### src/rtl/cpa_pkg.sv
package cpa_pkg;

    localparam int NumChunks       = 256;
    localparam int ChunkIdxW       = $clog2(NumChunks);
    localparam int RunLenW         = $clog2(NumChunks + 1);
    localparam int ChunkBytesW     = 13;
    localparam int ChunkBytesReset = 64;
    localparam int ChunkBytesMax   = 4096;
    localparam int SizeW           = 21;
    localparam int AddrW           = 20;
    localparam int BytesW          = 21;
    // dividend holds size + chunk_bytes - 1 without overflow
    localparam int DivW            = SizeW + 1;
    localparam int DivCntW         = $clog2(DivW);
    localparam int MulW            = RunLenW + ChunkBytesW;

    typedef enum logic {
        REQ_ALLOC = 1'b0,
        REQ_FREE  = 1'b1
    } t_req_type;

    typedef enum logic [1:0] {
        ST_OK       = 2'd0,
        ST_NO_ROOM  = 2'd1,
        ST_ZERO     = 2'd2,
        ST_BAD_FREE = 2'd3
    } t_status;

    typedef struct packed {
        t_req_type        req_type;
        logic [SizeW-1:0] size_bytes;
        logic [AddrW-1:0] address;
    } t_req;

    typedef struct packed {
        t_status           status;
        logic [AddrW-1:0]  granted_address;
        logic [BytesW-1:0] granted_bytes;
        logic [BytesW-1:0] used_bytes;
    } t_rsp;

endpackage

### src/rtl/chunk_pool_allocator.sv
// channel    direction  handshake                  payload
// config     in         i_cfg_we                   i_cfg_wdata (chunk bytes)
// request    in         i_in_valid / o_in_ready    i_in_data  (cpa_pkg::t_req)
// response   out        o_out_valid / i_out_ready  o_out_data (cpa_pkg::t_rsp)
//
// One request at a time. Every request but a zero-size allocate runs the bit-serial divider.
// Allocate scans one chunk a cycle from the cursor to the top of the pool, and again from
// chunk 0 if needed, then marks one chunk a cycle (run length). Free reads the run length
// memory and clears one chunk a cycle. Three multiply steps (S_MUL_A, S_MUL_B, S_MUL_U) and
// the output state S_OUT follow. Synchronous reset frees every chunk at once. A stalled
// response holds the block in S_OUT; the next request is taken while one response waits.
module chunk_pool_allocator (
    input  logic                            i_clk,
    input  logic                            i_rst_n,
    input  logic                            i_cfg_we,
    input  logic [cpa_pkg::ChunkBytesW-1:0] i_cfg_wdata,
    input  logic                            i_in_valid,
    output logic                            o_in_ready,
    input  cpa_pkg::t_req                   i_in_data,
    output logic                            o_out_valid,
    input  logic                            i_out_ready,
    output cpa_pkg::t_rsp                   o_out_data
);

    typedef enum logic [3:0] {
        S_IDLE,
        S_DIV,
        S_SCAN,
        S_MARK,
        S_FREE_RD,
        S_FREE_CHK,
        S_CLEAR,
        S_MUL_A,
        S_MUL_B,
        S_MUL_U,
        S_OUT
    } t_state;

    t_state                            r_state;
    logic [cpa_pkg::ChunkBytesW-1:0]   r_cb;
    logic [cpa_pkg::NumChunks-1:0]     r_busy;
    logic [cpa_pkg::NumChunks-1:0]     r_head_vld;
    logic [cpa_pkg::RunLenW-1:0]       r_run_mem [cpa_pkg::NumChunks];
    logic [cpa_pkg::RunLenW-1:0]       r_run_rd;
    logic [cpa_pkg::ChunkIdxW-1:0]     r_cursor;
    logic [cpa_pkg::RunLenW-1:0]       r_used;
    cpa_pkg::t_req_type                r_req_type;
    cpa_pkg::t_status                  r_status;
    logic [cpa_pkg::ChunkIdxW-1:0]     r_start;
    logic [cpa_pkg::ChunkIdxW-1:0]     r_pos;
    logic [cpa_pkg::RunLenW-1:0]       r_len;
    logic [cpa_pkg::RunLenW-1:0]       r_left;
    logic [cpa_pkg::RunLenW-1:0]       r_run;
    logic                              r_wrapped;
    logic [cpa_pkg::AddrW-1:0]         r_gaddr;
    logic [cpa_pkg::BytesW-1:0]        r_gbytes;
    logic [cpa_pkg::BytesW-1:0]        r_ubytes;
    logic                              r_out_vld;
    cpa_pkg::t_rsp                     r_out;

    logic                              n_accept;
    logic                              n_div_start;
    logic [cpa_pkg::DivW-1:0]          n_dividend;
    logic                              div_done;
    logic [cpa_pkg::DivW-1:0]          div_q;
    logic [cpa_pkg::ChunkBytesW-1:0]   div_r;
    logic [cpa_pkg::ChunkBytesW-1:0]   n_cfg;
    logic [cpa_pkg::RunLenW-1:0]       n_run;
    logic [cpa_pkg::ChunkIdxW-1:0]     n_start;
    logic [cpa_pkg::RunLenW-1:0]       mul_a;
    logic [cpa_pkg::MulW-1:0]          mul_p;
    logic                              n_ok;

    assign n_accept = i_in_valid && o_in_ready;
    assign n_div_start = n_accept &&
        !(i_in_data.req_type == cpa_pkg::REQ_ALLOC && i_in_data.size_bytes == '0);

    always_comb begin
        if (i_in_data.req_type == cpa_pkg::REQ_ALLOC) begin
            n_dividend = cpa_pkg::DivW'(i_in_data.size_bytes) + cpa_pkg::DivW'(r_cb)
                         - cpa_pkg::DivW'(1);
        end else begin
            n_dividend = cpa_pkg::DivW'(i_in_data.address);
        end
    end

    cpa_div u_div (
        .i_clk       (i_clk),
        .i_rst_n     (i_rst_n),
        .i_start     (n_div_start),
        .i_dividend  (n_dividend),
        .i_divisor   (r_cb),
        .o_done      (div_done),
        .o_quotient  (div_q),
        .o_remainder (div_r)
    );

    // clamp chunk size into its legal range
    always_comb begin
        n_cfg = i_cfg_wdata;
        if (i_cfg_wdata == '0) begin
            n_cfg = cpa_pkg::ChunkBytesW'(1);
        end else if (i_cfg_wdata > cpa_pkg::ChunkBytesW'(cpa_pkg::ChunkBytesMax)) begin
            n_cfg = cpa_pkg::ChunkBytesW'(cpa_pkg::ChunkBytesMax);
        end
    end

    // free-run length ending at the scanned chunk, and the start it implies
    assign n_run   = r_busy[r_pos] ? '0 : r_run + 1'b1;
    assign n_start = r_pos - cpa_pkg::ChunkIdxW'(r_len - 1'b1);

    always_comb begin
        unique case (r_state)
            S_MUL_A: mul_a = cpa_pkg::RunLenW'(r_start);
            S_MUL_B: mul_a = r_len;
            S_MUL_U: mul_a = r_used;
            default: mul_a = '0;
        endcase
    end

    assign mul_p = mul_a * r_cb;
    assign n_ok  = (r_status == cpa_pkg::ST_OK);

    always_ff @(posedge i_clk) begin
        if (r_state == S_MARK) begin
            r_run_mem[r_start] <= r_len;
        end
        r_run_rd <= r_run_mem[r_start];
    end

    always_ff @(posedge i_clk) begin
        if (!i_rst_n) begin
            r_state    <= S_IDLE;
            r_cb       <= cpa_pkg::ChunkBytesW'(cpa_pkg::ChunkBytesReset);
            r_busy     <= '0;
            r_head_vld <= '0;
            r_cursor   <= '0;
            r_used     <= '0;
            r_out_vld  <= 1'b0;
        end else begin
            if (i_cfg_we) begin
                r_cb <= n_cfg;
            end

            if (r_state == S_OUT && (!r_out_vld || i_out_ready)) begin
                r_out_vld             <= 1'b1;
                r_out.status          <= r_status;
                r_out.granted_address <= r_gaddr;
                r_out.granted_bytes   <= r_gbytes;
                r_out.used_bytes      <= r_ubytes;
            end else if (i_out_ready) begin
                r_out_vld <= 1'b0;
            end

            unique case (r_state)
                S_IDLE: begin
                    if (n_accept) begin
                        r_req_type <= i_in_data.req_type;
                        if (n_div_start) begin
                            r_state <= S_DIV;
                        end else begin
                            r_status <= cpa_pkg::ST_ZERO;
                            r_state  <= S_MUL_A;
                        end
                    end
                end
                S_DIV: begin
                    if (div_done) begin
                        if (r_req_type == cpa_pkg::REQ_ALLOC) begin
                            if (div_q > cpa_pkg::DivW'(cpa_pkg::NumChunks)) begin
                                r_status <= cpa_pkg::ST_NO_ROOM;
                                r_state  <= S_MUL_A;
                            end else begin
                                r_len     <= div_q[cpa_pkg::RunLenW-1:0];
                                r_pos     <= r_cursor;
                                r_run     <= '0;
                                r_wrapped <= 1'b0;
                                r_state   <= S_SCAN;
                            end
                        end else begin
                            if (div_r != '0 ||
                                div_q >= cpa_pkg::DivW'(cpa_pkg::NumChunks)) begin
                                r_status <= cpa_pkg::ST_BAD_FREE;
                                r_state  <= S_MUL_A;
                            end else begin
                                r_start <= div_q[cpa_pkg::ChunkIdxW-1:0];
                                r_state <= S_FREE_RD;
                            end
                        end
                    end
                end
                S_SCAN: begin
                    r_run <= n_run;
                    if (n_run == r_len) begin
                        r_start             <= n_start;
                        r_pos               <= n_start;
                        r_left              <= r_len;
                        r_head_vld[n_start] <= 1'b1;
                        r_cursor            <= n_start;
                        r_used              <= r_used + r_len;
                        r_status            <= cpa_pkg::ST_OK;
                        r_state             <= S_MARK;
                    end else if (r_pos == cpa_pkg::ChunkIdxW'(cpa_pkg::NumChunks - 1)) begin
                        // wrap once to cover the chunks below the cursor
                        if (!r_wrapped && r_cursor != '0) begin
                            r_wrapped <= 1'b1;
                            r_pos     <= '0;
                            r_run     <= '0;
                        end else begin
                            r_status <= cpa_pkg::ST_NO_ROOM;
                            r_state  <= S_MUL_A;
                        end
                    end else begin
                        r_pos <= r_pos + 1'b1;
                    end
                end
                S_MARK: begin
                    r_busy[r_pos] <= 1'b1;
                    r_pos         <= r_pos + 1'b1;
                    r_left        <= r_left - 1'b1;
                    if (r_left == cpa_pkg::RunLenW'(1)) begin
                        r_state <= S_MUL_A;
                    end
                end
                S_FREE_RD: begin
                    r_state <= S_FREE_CHK;
                end
                S_FREE_CHK: begin
                    if (!r_head_vld[r_start]) begin
                        r_status <= cpa_pkg::ST_BAD_FREE;
                        r_state  <= S_MUL_A;
                    end else begin
                        r_len               <= r_run_rd;
                        r_left              <= r_run_rd;
                        r_pos               <= r_start;
                        r_head_vld[r_start] <= 1'b0;
                        r_used              <= (r_used >= r_run_rd) ? r_used - r_run_rd : '0;
                        r_status            <= cpa_pkg::ST_OK;
                        r_state             <= S_CLEAR;
                    end
                end
                S_CLEAR: begin
                    r_busy[r_pos] <= 1'b0;
                    r_pos         <= r_pos + 1'b1;
                    r_left        <= r_left - 1'b1;
                    if (r_left == cpa_pkg::RunLenW'(1)) begin
                        r_state <= S_MUL_A;
                    end
                end
                S_MUL_A: begin
                    r_gaddr <= (n_ok && r_req_type == cpa_pkg::REQ_ALLOC)
                               ? mul_p[cpa_pkg::AddrW-1:0] : '0;
                    r_state <= S_MUL_B;
                end
                S_MUL_B: begin
                    r_gbytes <= n_ok ? mul_p[cpa_pkg::BytesW-1:0] : '0;
                    r_state  <= S_MUL_U;
                end
                S_MUL_U: begin
                    r_ubytes <= mul_p[cpa_pkg::BytesW-1:0];
                    r_state  <= S_OUT;
                end
                S_OUT: begin
                    // hold until the previous response has been taken
                    if (!r_out_vld || i_out_ready) begin
                        r_state <= S_IDLE;
                    end
                end
                default: begin
                    r_state <= S_IDLE;
                end
            endcase
        end
    end

    assign o_in_ready  = (r_state == S_IDLE);
    assign o_out_valid = r_out_vld;
    assign o_out_data  = r_out;

endmodule

### src/rtl/cpa_div.sv
module cpa_div (
    input  logic                              i_clk,
    input  logic                              i_rst_n,
    input  logic                              i_start,
    input  logic [cpa_pkg::DivW-1:0]          i_dividend,
    input  logic [cpa_pkg::ChunkBytesW-1:0]   i_divisor,
    output logic                              o_done,
    output logic [cpa_pkg::DivW-1:0]          o_quotient,
    output logic [cpa_pkg::ChunkBytesW-1:0]   o_remainder
);

    logic                            r_busy;
    logic                            r_done;
    logic [cpa_pkg::DivCntW-1:0]     r_cnt;
    logic [cpa_pkg::DivW-1:0]        r_num;
    logic [cpa_pkg::ChunkBytesW-1:0] r_rem;

    logic [cpa_pkg::ChunkBytesW:0]   n_trial;
    logic [cpa_pkg::ChunkBytesW:0]   n_diff;
    logic                            n_ge;

    // one restoring step: shift in the next dividend bit, subtract if it fits
    always_comb begin
        n_trial = {r_rem, r_num[cpa_pkg::DivW-1]};
        n_diff  = n_trial - {1'b0, i_divisor};
        n_ge    = (n_trial >= {1'b0, i_divisor});
    end

    always_ff @(posedge i_clk) begin
        if (!i_rst_n) begin
            r_busy <= 1'b0;
            r_done <= 1'b0;
            r_cnt  <= '0;
        end else begin
            r_done <= 1'b0;
            if (i_start) begin
                r_busy <= 1'b1;
                r_cnt  <= '0;
                r_num  <= i_dividend;
                r_rem  <= '0;
            end else if (r_busy) begin
                r_rem <= n_ge ? n_diff[cpa_pkg::ChunkBytesW-1:0]
                              : n_trial[cpa_pkg::ChunkBytesW-1:0];
                r_num <= {r_num[cpa_pkg::DivW-2:0], n_ge};
                r_cnt <= r_cnt + 1'b1;
                if (r_cnt == cpa_pkg::DivCntW'(cpa_pkg::DivW - 1)) begin
                    r_busy <= 1'b0;
                    r_done <= 1'b1;
                end
            end
        end
    end

    assign o_done      = r_done;
    assign o_quotient  = r_num;
    assign o_remainder = r_rem;

endmodule
### config.mk
export PLATFORM = sky130hd
export DESIGN_NAME = chunk_pool_allocator
export DESIGN_NICKNAME = d
export VERILOG_FILES = /design/src/rtl/cpa_pkg.sv /design/src/rtl/chunk_pool_allocator.sv /design/src/rtl/cpa_div.sv
export SDC_FILE = /design/constraint.sdc
export NUM_CORES = 2
export LEC_CHECK = 0
export BUFFER_PORTS_ARGS = -buffer_cell sky130_fd_sc_hd__clkbuf_2
export CORE_UTILIZATION = 60
export DETAILED_ROUTE_END_ITERATION = 6
export PLACE_DENSITY = 0.76
export SYNTH_ARGS = -nofsm -noshare
export SYNTH_HDL_FRONTEND = slang
export SYNTH_SLANG_ARGS = --single-unit
### constraint.sdc
create_clock -name i_clk -period 10 [get_ports i_clk]
set_input_delay 0 -clock i_clk [delete_from_list [all_inputs] [get_ports i_clk]]
set_output_delay 0 -clock i_clk [all_outputs]
set_load 0.01 [all_outputs]
==> impl_metrics.tcl <==
set metrics [dict create \
    outcome "finished, violations left" \
    failing_checks "design-rule violations" \
    endpoint_of_the_worst_slack_reg_to_reg_timing_path "r_gbytes[20]$_SDFFCE_PP0P_" \
    number_of_vias_after_detailed_routing 80388 \
    cts-root-to-sink-buffers 4 \
    number_of_enable_flip_flop_cells_after_synthesis 2512 \
    async_reset_ff_frac 0 \
    placement.cell_area_um2 133000 \
    crit_fanout 14 \
    grt_use_total 0.343 \
    dp_slack_ns 2.81 \
    netlist_area_um2 130000 \
    path_buf_inv 5 \
    synth.most_common_cell "sky130_fd_sc_hd__edfxtp_1" \
    final.min_clock_period_ns 7.33 \
    tritoncts "done" \
    pin_count_of_the_biggest_net_entering_global_routing 245 \
    design.die.area_um2 218000 \
    rr_startpoint "r_state[3]$_SDFFE_PN0P_" \
    critPathMaxStageDelay_ns 0.97 \
    peakVddDrop_mv 0.238 \
    port_buffers 125 \
    clkSinkCount 3075 \
    max_freq_ghz 0.136 \
    synth_top_cell_by_area "sky130_fd_sc_hd__edfxtp_1" \
    drt-total-wl_um 374000 \
    yosysWarnings 0 \
    cp_num_cells 23 \
    cpMaxStageDelayCell "sky130_fd_sc_hd__a22oi_1" \
    cts.repair_timing.setup_buffer_count 0 \
    static-leakage-power_uw 0.0466 \
    flow.area_growth_from_synthesis_pct 11.2 \
    start_util 0.605 \
    post_synth_most_frequent_cells "sky130_fd_sc_hd__edfxtp_1 (2512), sky130_fd_sc_hd__nor2_1 (933), sky130_fd_sc_hd__mux4_2 (846), sky130_fd_sc_hd__dfxtp_1 (563), sky130_fd_sc_hd__nor3_1 (495)" \
    cts-buffers-inserted 320 \
    postRouteAntennaNets 0 \
    route.detailed.wl_per_inst_um 32.7 \
    synthDominantCellAreaShare 0.581 \
    timing.critical_path.to_type "flop" \
    routabilityCongestion 0.984 \
    endpoint "r_gbytes[20]$_SDFFCE_PP0P_" \
    critical_path.startpoint "r_state[3]$_SDFFE_PN0P_" \
    synth-seq-area-share 0.667 \
    grt_antenna_before_repair 10 \
    holdCritPathClass "in2reg" \
    fp.coreArea_um2 215000 \
    critical_path.most_common_cell "sky130_fd_sc_hd__inv_1" \
    timing_hold_violations_final 0 \
    clock_insertion_delay_worst_skew_ns 0.99 \
    die_w_um 467 \
    timing.critical_path.from_type "flop" \
    count_of_h_tree_levels_built_during_cts 5 \
    arrival_time_at_the_worst_endpoint_ns 7.98 \
    cp.required_ns 10.65 \
    holdWs_ns 0.0676 \
    cp_top_delay_family "compound AO/OA/AOI/OAI gates" \
    detail_route.vias_per_cell 7.03 \
    cts-hold-fix-buffers 93 \
    syn-num-nets 8531 \
    hpwlAfterDp_um 207000 \
    synth_top_flop_cell "sky130_fd_sc_hd__edfxtp_1" \
    worst-slew-pin-transition_ns 1.41 \
    synth_top_cells_by_area "sky130_fd_sc_hd__edfxtp_1 (58%), sky130_fd_sc_hd__mux4_2 (15%), sky130_fd_sc_hd__dfxtp_1 (8.7%)" \
    io_pins 126 \
    grt_setup_unrepaired "false" \
    initialDrtViolationCount 12501 \
    yosysUniqueCellTypes 85 \
    first_pass_grt_wire_length_um 543000 \
    cts-resized-gates 0 \
    floorplan.die.height_um 467 \
    clock-root-buffer "sky130_fd_sc_hd__clkbuf_16" \
    setup_violations 0 \
    finalClockSkew_ns 0.105 \
    syn_area_per_cell_um2 15.7 \
    totalPowerFinal_uw 28400 \
    final_design_area_no_fill_um2 144000 \
    remaining_overflow_grt 0 \
    timing.reg2reg.setup_slack_ns 2.67 \
    worstSetupPathType "reg2reg" \
    clock_slew_seen_by_the_registers_of_the_worst_setup_and_hold_paths_ns 0.06 \
    critical_path.cell_chain "nand2b_1 -> nor2_1 -> a22oi_1 -> a21oi_1 -> fa_1 -> inv_1 -> fa_1 -> inv_1 -> fa_1 -> inv_1 -> fa_1 -> inv_1 -> ha_1 -> inv_1 -> o21bai_1 -> a21oi_1 -> o21bai_1 -> a21oi_1 -> o211ai_1 -> or3b_2 -> a41o_1 -> a21oi_1 -> a311oi_1" \
    fp-row-count 170 \
    worst_slew_margin_rel 0.0551 \
    syn_inst 8261 \
    final_layout_size_suffix_gt1_frac 0.188 \
    timing.reg2reg.worst_path_depth 23 \
    postSynthRegisterBits 3075 \
    finalWorstSetupSlack_ns 2.67 \
    cap_viol_max_count 0 \
    min_period_over_period 0.733 \
    drv_slew 0 \
    design.final.nets 8629 \
    number_of_iterations_in_the_first_detailed_routing_pass 7 \
    pwr_dens_nw_per_um2 197 \
    route.detailed.drc 44 \
    number_of_global_route_vias_before_repair 79153 \
    timing.setup.tns_ns 0 \
]
[layout by cell type, fill, tap and decap left out, types with 47 or more instances in the layout]
cell,synthesis,routed
sky130_fd_sc_hd__dfxtp_1,563,563
sky130_fd_sc_hd__nor2_1,933,932
sky130_fd_sc_hd__nand3_1,165,156
sky130_fd_sc_hd__clkbuf_2,0,125
sky130_fd_sc_hd__edfxtp_1,2512,2512
sky130_fd_sc_hd__clkinv_1,3,51
sky130_fd_sc_hd__inv_1,258,258
sky130_fd_sc_hd__a21oi_1,141,141
sky130_fd_sc_hd__nor3_1,495,491
sky130_fd_sc_hd__nand2_1,300,299
sky130_fd_sc_hd__a22oi_1,68,68
sky130_fd_sc_hd__fa_1,82,82
sky130_fd_sc_hd__buf_4,7,123
sky130_fd_sc_hd__o211ai_1,210,210
sky130_fd_sc_hd__mux4_2,846,846
sky130_fd_sc_hd__ha_1,128,128
sky130_fd_sc_hd__clkbuf_1,443,67
sky130_fd_sc_hd__clkbuf_16,0,328
sky130_fd_sc_hd__mux2i_1,104,104
sky130_fd_sc_hd__dlygate4sd3_1,0,93
sky130_fd_sc_hd__o21ai_0,303,301
sky130_fd_sc_hd__xnor2_1,51,51
sky130_fd_sc_hd__nor2b_1,49,47
[power by group]
part | internal, uW | switching, uW | leakage, uW
Combinational | 588 | 1560 | 0.0144
Sequential | 14000 | 147 | 0.0272
Clock | 7070 | 5040 | 0.00506
[cell families (layout without fill, tap and decap cells)]
family                   Yosys count  in the layout  share of synthesized area
flip-flops                      3075           3075                      0.667
adder cells (fa/ha/maj)          211            211                     0.0250
AND/OR/NAND/NOR                 2111           2111                     0.0725
multiplexers                     953            953                      0.155
buffers and inverters            845           1178                     0.0256
other                              0              7                          0
XOR/XNOR                          85             85                    0.00573
AO/OA/AOI/OAI                    981            981                     0.0489
[metal layers]
| metal | vias to the layer above | global-route usage | wire length (um) |
|---|---|---|---|
| li1 | 32371 | - | - |
| met3 | 1279 | 0.0847 | 42100 |
| met1 | 40749 | 0.445 | 132000 |
| met5 | - | 0 | 77 |
| met2 | 5979 | 0.543 | 178000 |
| met4 | 10 | 0.174 | 22800 |
[stage by stage]
stage / util / instances
6_report: 0.673 / 11439
5_1_grt: 0.672 / 11433
3_3_place_gp: 0.620 / 10780
2_1_floorplan: - / 8261
3_5_place_dp: 0.620 / 10780
4_1_cts: 0.672 / 11430
[how the worst min path moves through the flow]
stage	from	end	slack (ns)	cells past startpoint
2_1_floorplan	i_in_data[41]	r_req_type$_DFFE_PP_	0.1	0
3_3_place_gp	i_cfg_wdata[11]	r_cb[11]$_SDFFE_PN0P_	0.28	3
3_5_place_dp	i_cfg_wdata[11]	r_cb[11]$_SDFFE_PN0P_	0.28	3
4_1_cts	i_in_data[20]	u_div.o_done$_SDFF_PP0_	0.01	7
5_1_grt	i_out_ready	o_out_valid$_SDFFE_PN0P_	0.09	5
6_report	i_out_ready	o_out_valid$_SDFFE_PN0P_	0.07	5
[worst reg2reg max path: stages, from the launching register on]
cell and delay, ns:
sky130_fd_sc_hd__dfxtp_1 0.53, sky130_fd_sc_hd__nand2b_1 0.56, sky130_fd_sc_hd__nor2_1 0.36, sky130_fd_sc_hd__a22oi_1 0.98, sky130_fd_sc_hd__a21oi_1 0.24, sky130_fd_sc_hd__fa_1 0.58, sky130_fd_sc_hd__inv_1 0.05, sky130_fd_sc_hd__fa_1 0.53
sky130_fd_sc_hd__inv_1 0.05, sky130_fd_sc_hd__fa_1 0.48, sky130_fd_sc_hd__inv_1 0.05, sky130_fd_sc_hd__fa_1 0.47, sky130_fd_sc_hd__inv_1 0.04, sky130_fd_sc_hd__ha_1 0.28, sky130_fd_sc_hd__inv_1 0.06, sky130_fd_sc_hd__o21bai_1 0.13
sky130_fd_sc_hd__a21oi_1 0.11, sky130_fd_sc_hd__o21bai_1 0.14, sky130_fd_sc_hd__a21oi_1 0.14, sky130_fd_sc_hd__o211ai_1 0.28, sky130_fd_sc_hd__or3b_2 0.50, sky130_fd_sc_hd__a41o_1 0.26, sky130_fd_sc_hd__a21oi_1 0.22, sky130_fd_sc_hd__a311oi_1 0.07
[registers in the layout (all words and copies together) (netlist names), 13 cells and up, named ones only]
signal,flops
o_out_data,64
r_cb,13
r_gaddr,20
r_gbytes,21
r_head_vld,256
r_run_mem,2304
r_ubytes,21
u_div.o_quotient,22
u_div.o_remainder,13
[layout make-up]
cell class	instances	area, um2
Multi-Input combinational cell	4341	40100
Sequential cell	3075	86700
Fill cell	13529	70300
Antenna cell	7	17.5
Clock buffer	405	8590
Tap cell	2838	3550
Timing Repair Buffer	358	2810
Clock inverter	152	1770
Inverter	263	995
(Power assumes the default switching activity.)
